===== src/design/smvc_pkg.sv =====
`timescale 1ns / 1ps
// ----------------------------------------------------------------------------
// smvc_pkg
// Shared types and constants for the share matrix-vector correction unit.
// ----------------------------------------------------------------------------
package smvc_pkg;

   localparam int ROWS_DEFAULT = 256;
   localparam int COLS_DEFAULT = 784;

   localparam int DATA_W      = 64;
   localparam int ROW_W       = 8;
   localparam int COL_W       = 10;
   localparam int FRAC_W      = 6;
   localparam int OPCODE_W    = 2;
   localparam int REQ_TDATA_W = 280;
   localparam int RSP_TDATA_W = 72;

   localparam logic [FRAC_W-1:0] FRAC_BITS_RESET = 6'd13;

   typedef enum logic [OPCODE_W-1:0] {
      OP_LOAD_WEIGHT = 2'd0,
      OP_LOAD_INPUT  = 2'd1,
      OP_COMBINE     = 2'd2
   } opcode_type;

   typedef enum logic [2:0] {
      ST_IDLE,
      ST_ISSUE,
      ST_DRAIN,
      ST_SHIFT,
      ST_OUTPUT
   } state_type;

   typedef struct packed {
      logic write_weight;
      logic write_input;
      logic start;
      logic issue;
      logic shift;
      logic load_out;
   } cmd_type;

   typedef struct packed {
      logic row_ok;
      logic col_ok;
      logic last_col;
      logic pipe_busy;
   } status_type;

endpackage


===== src/design/smvc_ctrl.sv =====
`timescale 1ns / 1ps
// ----------------------------------------------------------------------------
// smvc_ctrl
// Sequencer: decodes requests, walks the columns of a combine and hands the
// result to the output register.
// ----------------------------------------------------------------------------
module smvc_ctrl (
   input  logic                          clock,
   input  logic                          reset,
   input  logic                          req_tvalid,
   output logic                          req_tready,
   input  logic [smvc_pkg::OPCODE_W-1:0] req_opcode,
   output logic                          rsp_tvalid,
   input  logic                          rsp_tready,
   input  smvc_pkg::status_type          status,
   output smvc_pkg::cmd_type             cmd
);

   smvc_pkg::state_type state_ff, state_in;
   logic                rsp_vld_ff, rsp_vld_in;
   logic                accept;
   logic                out_free;
   smvc_pkg::opcode_type op;

   assign op         = smvc_pkg::opcode_type'(req_opcode);
   assign req_tready = (state_ff == smvc_pkg::ST_IDLE);
   assign accept     = req_tvalid && req_tready;
   assign out_free   = !rsp_vld_ff || rsp_tready;
   assign rsp_tvalid = rsp_vld_ff;

   always_comb begin
      state_in = state_ff;
      case (state_ff)
         smvc_pkg::ST_IDLE: begin
            if (accept && op == smvc_pkg::OP_COMBINE && status.row_ok) begin
               state_in = smvc_pkg::ST_ISSUE;
            end
         end
         smvc_pkg::ST_ISSUE: begin
            if (status.last_col) begin
               state_in = smvc_pkg::ST_DRAIN;
            end
         end
         smvc_pkg::ST_DRAIN: begin
            if (!status.pipe_busy) begin
               state_in = smvc_pkg::ST_SHIFT;
            end
         end
         smvc_pkg::ST_SHIFT: begin
            state_in = smvc_pkg::ST_OUTPUT;
         end
         smvc_pkg::ST_OUTPUT: begin
            if (out_free) begin
               state_in = smvc_pkg::ST_IDLE;
            end
         end
         default: begin
            state_in = smvc_pkg::ST_IDLE;
         end
      endcase
   end

   always_comb begin
      cmd = '0;
      case (state_ff)
         smvc_pkg::ST_IDLE: begin
            cmd.write_weight = accept && op == smvc_pkg::OP_LOAD_WEIGHT
                               && status.row_ok && status.col_ok;
            cmd.write_input  = accept && op == smvc_pkg::OP_LOAD_INPUT && status.col_ok;
            cmd.start        = accept && op == smvc_pkg::OP_COMBINE && status.row_ok;
         end
         smvc_pkg::ST_ISSUE: begin
            cmd.issue = 1'b1;
         end
         smvc_pkg::ST_DRAIN: begin
            cmd = '0;
         end
         smvc_pkg::ST_SHIFT: begin
            cmd.shift = 1'b1;
         end
         smvc_pkg::ST_OUTPUT: begin
            cmd.load_out = out_free;
         end
         default: begin
            cmd = '0;
         end
      endcase
   end

   always_comb begin
      if (cmd.load_out) begin
         rsp_vld_in = 1'b1;
      end else if (rsp_tready) begin
         rsp_vld_in = 1'b0;
      end else begin
         rsp_vld_in = rsp_vld_ff;
      end
   end

   always_ff @(posedge clock) begin
      if (reset) begin
         state_ff   <= smvc_pkg::ST_IDLE;
         rsp_vld_ff <= 1'b0;
      end else begin
         state_ff   <= state_in;
         rsp_vld_ff <= rsp_vld_in;
      end
   end

endmodule


===== config.mk =====
export PLATFORM = sky130hd
export DESIGN_NAME = smvc_ctrl
export DESIGN_NICKNAME = d
export VERILOG_FILES = /design/src/design/smvc_pkg.sv /design/src/design/smvc_ctrl.sv
export SDC_FILE = /design/constraint.sdc
export NUM_CORES = 1
export LEC_CHECK = 0
export BUFFER_PORTS_ARGS = -buffer_cell sky130_fd_sc_hd__buf_2
export CORE_AREA = 5 5 42 44
export DETAILED_ROUTE_END_ITERATION = 7
export DIE_AREA = 0 0 47 49
export GPL_ROUTABILITY_DRIVEN = 0
export SLEW_MARGIN = 5
export SYNTH_ARGS = -nofsm -noshare
export SYNTH_HDL_FRONTEND = slang
export SYNTH_SLANG_ARGS = --single-unit
export TNS_END_PERCENT = 50

===== constraint.sdc =====
create_clock -name clock -period 1.7 [get_ports clock]
set_clock_uncertainty 0.1 [all_clocks]
set_input_delay 0.51 -clock clock [delete_from_list [all_inputs] [get_ports clock]]
set_output_delay 0.51 -clock clock [all_outputs]
set_load 0.01 [all_outputs]

-- Word level (Yosys, flattened, before mapping)
Cells that the tools add are included.
- register bits after elaboration: 4
- bits of input ports: 10
- output and inout bits: 8
- logic and storage cells: 37
- equality and inequality tests: 10
- muxes and demuxes: 11
- reduce and logical (&&, ||, !) cells: 14
- operators with widths (operator ; count):
    3-bit two-way mux ; 5
    3-bit case mux with 5 select lines ; 1
    1-bit logical AND ; 8
    3-bit by 2-bit == test with 1-bit output, second input constant ; 2
    2-bit inequality test, second input constant ; 3
    1-bit two-way mux ; 5
    4-bit AND reduction ; 1
    3-bit by 1-bit == test with 1-bit output, second input constant ; 1
    3-bit == test, second input constant ; 1
    3-bit zero test ; 1
    2-bit by 1-bit == test with 1-bit output, second input constant ; 1
    2-bit == test, second input constant ; 1
    2-bit zero test ; 1
    2-bit by 1-bit inequality test with 1-bit output, second input constant ; 1
    2-bit nonzero test ; 1
    1-bit zero test ; 1
    1-bit logical OR ; 1

-- Depth between registers and ports, before layout
Gate-level depths: netlist (run 1).
- word-level depth: 6
- mapped depth: 5
- mapped depth without buffers: 4

-- Least setup slack after synthesis (run 1)
Ideal clock, no wire load.
- path kind: register -> output
- start: register state_ff[2]
- end: output cmd[5] (netlist bit)
- arrival time: 1193 ps
- data required time: 1090 ps
- slack: -103 ps
- cell stages (with the launch flop): 4
- path buffers: 1
- path through: dfxtp_1 -> buf_6 -> or3_4 -> nor4_1
- RTL lines (what ; line ; text):
    from (decl) ; smvc_ctrl.sv:19 ; smvc_pkg::state_type state_ff, state_in;
    from (signal assigned) ; smvc_ctrl.sv:102 ; state_ff <= smvc_pkg::ST_IDLE;
    from (signal assigned) ; smvc_ctrl.sv:105 ; state_ff <= state_in;
    to (decl) ; smvc_ctrl.sv:16 ; output smvc_pkg::cmd_type cmd

==> results.py, run 1 <==
metrics = {
    "status": {
        "status": "complete, but fails checks",
        "violations": "negative setup slack",
    },
    "detailed_routing": {
        "avgViaCountPerCell": 4.39,
        "drt_pass1_iterations": 4,
        "avgRoutedWirePerCell_um": 10.1,
        "final_antenna_net_count": 0,
        "dr_total_vias": 316,
        "drc": 0,
        "routed_wirelength_um": 728,
        "drt-initial-drc-count": 3,
    },
    "synthesis": {
        "ys_warn_count": 0,
        "syn_avg_cell_area_um2": 7.88,
        "synth_cell_types": 19,
        "yosysTopAreaCell": "dfxtp_1",
        "synth-seq-cells": 4,
        "synth_nets": 44,
        "yosysTopAreaCellShare": 0.299,
        "synth.area.top_cells": "dfxtp_1 (30%), nor2_1 (7.0%), nand2_1 (5.6%)",
        "yosysSeqAreaShare": 0.299,
        "synthCells": 34,
        "synth_area_um2": 268,
    },
    "setup_path": {
        "cp_max_fo": 4,
        "rr_worst_depth": 4,
        "end_kind": "primary output",
        "critPathArrivalTime_ns": 1.26,
        "cp_slowest_stage_delay_ns": 0.42,
        "cp_cell_sequence": "or3_4 > nor4_4 > buf_2",
        "r2r-start": "state_ff[1]$_SDFFE_PP0P_",
        "cp.depth": 3,
        "critPathSlowestCell": "or3_4",
        "start_kind": "flip-flop",
        "crit_family": "simple AND/OR/NAND/NOR gates",
        "cp_num_buf_inv": 1,
        "worstSetupStartpoint": "state_ff[0]$_SDFFE_PP0P_",
        "critPathRequiredTime_ns": 1.09,
        "crit_type": "reg2out",
    },
    "die": {
        "rows": 14,
        "die-height_um": 49,
        "core_area_mm2": 0.00140,
        "start_util": 0.191,
        "die_area_mm2": 0.00230,
        "top_level_ports": 18,
        "chipWidth_um": 47,
    },
    "sta": {
        "slew_headroom": 0.878,
        "finalSetupViolCount": 4,
        "worstMarginPinSlew_ns": 0.182,
        "rsz0062_at_grt": "yes",
        "maxSlewViolCount": 0,
        "finalCriticalPeriod_ns": 1.87,
        "setup_ws_ns": -0.169,
        "finalCritPeriodShare": 1.10,
        "hold_viol_final": 0,
        "tns_ns": -0.479,
        "max_clock_freq_mhz": 535,
    },
    "finish": {
        "fillers": 163,
        "seq_area_um2": 81.3,
        "nets": 68,
        "antennaDiodeCount": 0,
        "multiInputGateArea_um2": 200,
        "drive_gt1_frac": 0.607,
        "fin_area_um2": 454,
        "area_growth_pct": 69.6,
        "final_util": 0.324,
    },
    "job": {
        "drv_cap": 0,
    },
    "clock_network": {
        "clkLatencyLatePin_ns": 0.23,
        "clock_path_buffers": 2,
        "htreeDepth": 1,
        "clkTransAtPathRegs_ns": 0.04,
        "cts_tree": "done",
        "cts_made_buffers": 3,
        "root_buffer": "clkbuf_4",
        "numClockSinks": 4,
    },
    "hold_path": {
        "whs_path_depth": 2,
        "worst_hold_path_type": "in2reg",
        "hold_start": "reset",
    },
    "placed_design": {
        "hpwl_um": 589,
        "place_area_um2": 397,
        "io_buffer_count": 17,
    },
    "global_routing": {
        "grt_max_degree": 9,
        "grt_overflow": 0,
        "grt_pass1_vias": 268,
        "antenna_found_initial": 0,
        "grt_use_total": 0.0683,
        "grt_pass1_wl_um": 1100,
    },
    "pwr": {
        "power_frac_comb": 0.260,
        "p_switching_mw": 0.0782,
        "internal_power_mw": 0.211,
        "seq_power_share": 0.343,
        "p_leak_nw": 0.216,
        "clockPowerShare": 0.397,
        "switching_share": 0.270,
        "vdd.ir_drop.worst_mv": 0.270,
        "powerDensity_mw_per_mm2": 637,
    },
}
synth_stat cells:
master / n
nor4_1: 2
nor2_1: 5
nand4b_1: 1
nor3_1: 2
and3b_1: 1
a31oi_1: 1
inv_1: 3
a21oi_1: 2
or3_4: 1
or4b_4: 1
nand2_1: 4
buf_6: 1
and3b_2: 1
nor2b_1: 1
a211oi_1: 1
a31o_1: 1
dfxtp_1: 4
buf_4: 1
nor3_2: 1
repair_timing:
item                                    CTS  global route
pin swaps                                 3             2
buffers inserted                          0             0
resized for setup                         2             6
hold buffers                              0             0
endpoints found under the setup margin    5             7
power groups by stage:
stage / registers [mW] / logic [mW] / clock network (mW)
finish: 0.0992 / 0.0753 / 0.115
CTS: 0.0992 / 0.0678 / 0.123
floorplan: 0.103 / 0.0328 / 0
detailed placement: 0.101 / 0.0644 / 0
global route: 0.0996 / 0.0830 / 0.124
global placement: 0.101 / 0.0634 / 0
layout make-up:
type | instances | area share
Tap cell | 16 | 0.0441
Clock buffer | 3 | 0.0496
Multi-Input combinational cell | 25 | 0.441
Inverter | 3 | 0.0248
Sequential cell | 4 | 0.179
Timing Repair Buffer | 21 | 0.262
sequential cells by signal, indices dropped and copies added (netlist names):
register and flops:
rsp_tvalid 1, state_ff 3
path summary, 6_finish.rpt:
kind / to / slack, ns
worst max register to register: state_ff[0]$_SDFFE_PP0P_ / 0.32
worst max-delay path: cmd[4] / -0.17
worst min-delay path: rsp_tvalid$_SDFFE_PP0P_ / 0.42
worst min register to register: state_ff[1]$_SDFFE_PP0P_ / 0.45
metal layers:
layer  share of wire  track usage
met5               0            0
met1            0.44       0.0943
met2            0.47       0.0814
met3           0.085       0.0221
met4               0       0.0553
through the flow:
step / instances / total power [mW] / worst slack (ns) / hold slack, ns
2_1_floorplan: 34 / 0.136 / -0.0143 / 0.409
3_3_place_gp: 69 / 0.164 / -0.00104 / 0.479
3_5_place_dp: 69 / 0.165 / -0.00939 / 0.476
4_1_cts: 72 / 0.290 / -0.152 / 0.410
5_1_grt: 72 / 0.307 / -0.247 / 0.433
6_report: 72 / 0.289 / -0.169 / 0.418
cell usage in the layout (no fill, tap or decap), types with 2 or more instances in the layout:
| cell type | count |
|---|---|
| buf_2 | 17 |
| nand2_1 | 4 |
| nor2_1 | 4 |
| clkbuf_4 | 3 |
| buf_4 | 3 |
| dfxtp_1 | 3 |
| nor3_2 | 2 |
| inv_1 | 2 |
| nor4_4 | 2 |
| a21oi_1 | 2 |
cells by family (layout without fill, tap and decap cells):
family	after synthesis	after routing	synth area share
simple gates	20	20	0.467
compound gates	5	5	0.122
buf+inv	5	27	0.112
flops	4	4	0.299
No activity file was read; power rests on OpenSTA's default activity.
==> run 2, diff against run 1 <==
- CORE_AREA: 5 5 42 44 -> 3 3 40 42
- DIE_AREA: 0 0 47 49 -> 0 0 43 45
- SKIP_CTS_REPAIR_TIMING: default -> 1
==> run 2 against run 1 <==
  * The flow still finishes with violations (negative setup slack)
  * Largest cell class unchanged
  * Setup slack got worse by 0.068 ns
  * Count of clock-buffer cells in the layout did not move
  * Cell area rose by 1.9%
  * Sequential cell count did not move
  * Global-route usage rose by 2.2 points
  * Power rose by 2.3%
  * Non-clock buffer count rose by 1
  * Worst hold slack got worse by 0.0046 ns
  * Maximum frequency fell by 3.5%
  * Sequential power barely moved
  * Combinational power rose by 9.6%
  * Register-to-register slack barely moved
==> results.py, run 2 (same netlist as run 1, synthesis figures left out) <==
metrics = {
    "setup_path": {
        "critPathArrivalTime_ns": 1.33,
        "worstSetupStartpoint": "state_ff[1]$_SDFFE_PP0P_",
        "cp_cell_sequence": "or3_4 > buf_4 > nor2_1 > buf_2",
        "end_kind": "primary output",
        "r2r_setup_slack_ns": 0.32,
        "r2r-start": "state_ff[1]$_SDFFE_PP0P_",
        "start_kind": "flip-flop",
        "crit_type": "reg2out",
        "critPathSlowestCell": "or3_4",
        "r2r-end": "state_ff[0]$_SDFFE_PP0P_",
        "cp_max_fo": 3,
        "critPathRequiredTime_ns": 1.09,
        "cp_slowest_stage_delay_ns": 0.41,
        "rr_worst_depth": 5,
    },
    "hold_path": {
        "hold_start": "reset",
        "hold_end": "state_ff[2]$_SDFFE_PP0P_",
        "worst_hold_path_type": "in2reg",
        "whs_path_depth": 2,
    },
    "pwr": {
        "power_frac_comb": 0.279,
        "powerDensity_mw_per_mm2": 639,
        "seq_power_share": 0.339,
        "internal_power_mw": 0.218,
        "p_switching_mw": 0.0773,
        "p_leak_nw": 0.226,
        "clockPowerShare": 0.382,
        "total_power_mw": 0.296,
        "vdd.ir_drop.worst_mv": 0.216,
        "switching_share": 0.261,
    },
    "global_routing": {
        "antenna_found_initial": 0,
        "grt_overflow": 0,
        "grt_pass1_vias": 311,
        "grt_pass1_wl_um": 1220,
        "grt_use_total": 0.0900,
        "grt_max_degree": 9,
    },
    "finish": {
        "largest_reg_flops": 3,
        "final_cell_mix": "buf_2 (16), nand2_1 (4), nor2_1 (4)",
        "area_growth_pct": 72.9,
        "nets": 69,
        "antennaDiodeCount": 0,
        "fillers": 143,
        "fin_area_um2": 463,
        "drive_gt1_frac": 0.632,
        "fin_cells": 72,
        "final_common_cell": "buf_2",
        "max_flop_register": "state_ff",
    },
    "status": {
        "violations": "negative setup slack",
        "status": "complete, but fails checks",
    },
    "die": {
        "die_area_mm2": 0.00194,
        "chipWidth_um": 43,
        "core_area_mm2": 0.00128,
        "top_level_ports": 18,
        "start_util": 0.208,
        "rows": 13,
        "die-height_um": 45,
    },
    "clock_network": {
        "cts_tree": "done",
        "numClockSinks": 4,
        "clock_path_buffers": 2,
        "htreeDepth": 1,
        "clkLatencyLatePin_ns": 0.23,
        "clkTransAtPathRegs_ns": 0.04,
        "root_buffer": "clkbuf_4",
        "cts_made_buffers": 3,
    },
    "detailed_routing": {
        "avgViaCountPerCell": 4.35,
        "avgRoutedWirePerCell_um": 10.2,
        "dr_total_vias": 313,
        "drt_pass1_iterations": 2,
        "routed_wirelength_um": 735,
        "final_antenna_net_count": 0,
        "drc": 0,
        "drt-initial-drc-count": 2,
    },
    "placed_design": {
        "hpwl_um": 613,
        "place_area_um2": 403,
        "io_buffer_count": 17,
        "dp_cells": 69,
    },
    "sta": {
        "finalSetupViolCount": 4,
        "max_clock_freq_mhz": 516,
        "rsz0062_at_grt": "yes",
        "maxSlewViolCount": 0,
        "whs_ns": 0.413,
        "finalCritPeriodShare": 1.14,
        "finalCriticalPeriod_ns": 1.94,
        "slew_headroom": 0.880,
        "setup_ws_ns": -0.236,
        "hold_viol_final": 0,
        "worstMarginPinSlew_ns": 0.179,
        "tns_ns": -0.787,
    },
    "job": {
        "drv_cap": 0,
    },
}
==> run 2: cell types whose count changed in the layout (fill, tap and decap cells not counted), sizes merged <==
cell | previous run | this run
buf | 21 | 22
==> run 2: cell type report <==
class                      instances  area [um2]  share of cell area
inverter                           3        11.3              0.0243
multi-input combinational         25         191               0.414
sequential                         4        82.6               0.178
tap                               15        18.8              0.0405
clock buffer                       3        22.5              0.0486
timing repair buffer              22         136               0.295
==> run 2: routing by layer <==
| metal | track usage | wire [um] |
|---|---|---|
| met3 | 0.0319 | 48 |
| met1 | 0.0990 | 331 |
| met2 | 0.132 | 355 |
| met4 | 0.0904 | 0 |
| met5 | 0 | 0 |
==> run 2: worst max-delay path: cells and delay by family (launching register included) <==
kind,cells,cell delay (ns)
buffers and inverters,2,0.29
DFF,1,0.31
and+or+nand+nor,2,0.49
==> run 2: per-stage QoR <==
step / setup WS (ns) / util
after floorplan: -0.0143 / -
after global placement: 0.00826 / 0.314
after detailed placement: -0.0109 / 0.314
after CTS: -0.264 / 0.331
after global routing: -0.288 / 0.360
final: -0.236 / 0.360
==> run 2: power groups by stage <==
stage          clock [mW]  combinational (mW)  sequential (mW)
3_3_place_gp            0              0.0680            0.101
4_1_cts             0.119              0.0690           0.0997
3_5_place_dp            0              0.0687            0.101
2_1_floorplan           0              0.0328            0.103
5_1_grt             0.122              0.0912            0.100
6_report            0.113              0.0825            0.100
==> run 2: worst max-delay path by stage <==
stage                        end  slack (ns)  cells past startpoint
after detailed placement  cmd[5]       -0.01                      3
after floorplan           cmd[5]       -0.01                      3
final                     cmd[3]       -0.24                      4
after global routing      cmd[4]       -0.29                      3
after global placement    cmd[5]       0.008                      3
after CTS                 cmd[5]       -0.26                      3
==> run 3, diff against run 2 <==
- ABC_AREA: default -> 1
==> run 3 against run 2 <==
  * The flow still finishes with violations (negative setup slack)
  * Maximum frequency is 10% higher
  * Wire length is 5.6% higher
  * Largest cell class unchanged
  * Area after synthesis is 11% higher
  * Via count is 25% higher
  * Critical path type unchanged
  * Register-to-register slack better by 0.10 ns
==> results.py, run 3 <==
metrics = {
    "synthesis": {
        "yosysTopAreaCellShare": 0.270,
        "muxShareOfSynthArea": 0,
        "synth_most_common_cell": "nor2_1",
        "yosysSeqAreaShare": 0.270,
        "synth_compound_area_frac": 0.0802,
        "synth.area.top_cells": "dfxtp_1 (27%), nor2_1 (15%), inv_1 (14%)",
        "synthCells": 52,
        "yosysTopAreaCell": "dfxtp_1",
        "synthXorXnorAreaFrac": 0,
        "synth_area_um2": 297,
        "ys_warn_count": 0,
        "synth_top_family_by_area": "simple AND/OR/NAND/NOR gates",
        "synth-edff-count": 0,
        "ys.flop_type": "dfxtp_1",
        "synth_cell_types": 13,
        "synthSimpleGateAreaFrac": 0.485,
        "async_reset_ff_frac": 0,
        "synthTopCellsByCount": "nor2_1 (12), inv_1 (11), nand2_1 (6), nand3_1 (6), dfxtp_1 (4)",
        "synth_nets": 62,
        "synthAdderAreaFrac": 0,
        "synth-seq-cells": 4,
        "syn_avg_cell_area_um2": 5.70,
    },
    "setup_path": {
        "critPathSlowestCell": "dfxtp_2",
        "crit_type": "reg2out",
        "cp_max_fo": 3,
        "start_kind": "flip-flop",
        "r2r-start": "rsp_tvalid$_SDFFE_PP0P_",
        "r2r-end": "state_ff[1]$_SDFFE_PP0P_",
        "worstSetupStartpoint": "state_ff[2]$_SDFFE_PP0P_",
        "critPathArrivalTime_ns": 1.15,
        "cp_slowest_stage_delay_ns": 0.31,
        "critPathRequiredTime_ns": 1.09,
        "r2r_setup_slack_ns": 0.42,
        "cp_cell_sequence": "inv_2 > nand2_4 > nor2_4 > nand2_2 > nor3_2 > buf_2",
        "end_kind": "primary output",
        "critPathCapture": "cmd[4]",
        "rr_worst_depth": 8,
    },
    "clock_network": {
        "cts_made_buffers": 3,
        "clkLatencyLatePin_ns": 0.23,
        "clkTransAtPathRegs_ns": 0.04,
        "root_buffer": "clkbuf_4",
        "cts_tree": "done",
        "numClockSinks": 4,
        "htreeDepth": 1,
        "clock_path_buffers": 2,
    },
    "status": {
        "violations": "negative setup slack",
        "status": "complete, but fails checks",
    },
    "detailed_routing": {
        "avgRoutedWirePerCell_um": 8.62,
        "drc": 0,
        "avgViaCountPerCell": 4.36,
        "dr_total_vias": 392,
        "drt-initial-drc-count": 7,
        "final_antenna_net_count": 0,
        "routed_wirelength_um": 776,
        "drt_pass1_iterations": 3,
    },
    "sta": {
        "rsz0062_at_grt": "yes",
        "slew_headroom": 0.835,
        "finalCriticalPeriod_ns": 1.76,
        "setup_ws_ns": -0.0605,
        "finalCritPeriodShare": 1.04,
        "finalSetupViolCount": 5,
        "worstMarginPinSlew_ns": 0.245,
        "max_clock_freq_mhz": 568,
        "hold_viol_final": 0,
        "maxSlewViolCount": 0,
        "tns_ns": -0.183,
    },
    "pwr": {
        "total_power_mw": 0.702,
        "powerDensity_mw_per_mm2": 1470,
        "vdd.ir_drop.worst_mv": 0.440,
        "p_leak_nw": 0.259,
    },
    "die": {
        "die-height_um": 45,
        "chipWidth_um": 43,
        "start_util": 0.231,
        "top_level_ports": 18,
        "rows": 13,
        "core_area_mm2": 0.00128,
        "die_area_mm2": 0.00194,
    },
    "finish": {
        "area_growth_pct": 60.8,
        "drive_gt1_frac": 0.493,
        "antennaDiodeCount": 0,
        "fillers": 148,
        "nets": 87,
        "final_common_cell": "buf_2",
        "largest_reg_flops": 3,
        "max_flop_register": "state_ff",
        "fin_cells": 90,
        "final_cell_mix": "buf_2 (17), nor2_1 (12), inv_1 (9), nand3_1 (6), nand2_1 (5)",
    },
    "hold_path": {
        "worst_hold_path_type": "in2reg",
    },
    "job": {
        "drv_cap": 0,
    },
    "placed_design": {
        "io_buffer_count": 17,
        "hpwl_um": 613,
        "dp_cells": 87,
    },
    "global_routing": {
        "grt_max_degree": 7,
        "grt_overflow": 0,
        "grt_pass1_vias": 306,
        "grt_pass1_wl_um": 1180,
        "antenna_found_initial": 0,
        "grt_use_total": 0.0807,
    },
}
==> run 3: cell families (layout without fill, tap and decap cells) <==
family | Yosys count | after routing
AO/OA/AOI/OAI | 4 | 4
buffers and inverters | 12 | 35
AND/OR/NAND/NOR | 32 | 32
flip-flops | 4 | 4
==> run 3: layout make-up <==
class                      count  area, um2  share of cell area
multi-input combinational     36        196               0.412
timing repair buffer          21        115               0.241
sequential                     4       82.6               0.173
inverter                      11       41.3              0.0866
clock buffer                   3       22.5              0.0472
tap                           15       18.8              0.0394
==> run 3: through the flow <==
stage	worst slack (ns)	hold slack (ns)	cell area [um2]	util
2_1_floorplan	0.0637	0.414	297	-
3_3_place_gp	0.0606	0.473	423	0.329
3_5_place_dp	0.0176	0.470	423	0.329
4_1_cts	-0.185	0.369	445	0.347
5_1_grt	-0.150	0.360	477	0.371
6_report	-0.0605	0.369	477	0.371
==> run 3: worst min path at each step <==
| stage | start | to | slack (ns) | depth (start not counted) |
|---|---|---|---|---|
| 3_3_place_gp | state_ff[0]$_SDFFE_PP0P_ | state_ff[2]$_SDFFE_PP0P_ | 0.47 | 4 |
| 2_1_floorplan | state_ff[0]$_SDFFE_PP0P_ | state_ff[0]$_SDFFE_PP0P_ | 0.41 | 2 |
| 4_1_cts | reset | state_ff[2]$_SDFFE_PP0P_ | 0.37 | 2 |
| 6_report | reset | state_ff[2]$_SDFFE_PP0P_ | 0.37 | 2 |
| 5_1_grt | reset | state_ff[2]$_SDFFE_PP0P_ | 0.36 | 2 |
| 3_5_place_dp | state_ff[1]$_SDFFE_PP0P_ | state_ff[1]$_SDFFE_PP0P_ | 0.47 | 2 |
==> run 3: critical path: cells and delay by family (launching register included) <==
family                 cells  cell delay (ns)
and+or+nand+nor            4             0.38
DFF                        1             0.31
buffers and inverters      2             0.24
==> run 3: metal layers <==
| layer | vias up | wire length (um) | GRT usage |
|---|---|---|---|
| met5 | - | 0 | 0 |
| met3 | 0 | 19 | 0.0239 |
| li1 | 206 | - | - |
| met4 | 0 | 0 | 0.0361 |
| met2 | 5 | 443 | 0.135 |
| met1 | 181 | 312 | 0.0962 |
==> run 3: power by group <==
part           switching (mW)  total (mW)  internal, mW
Combinational           0.255       0.427         0.172
Clock                  0.0340       0.113        0.0786
Sequential             0.0359       0.162         0.126
Total                   0.325       0.702         0.377
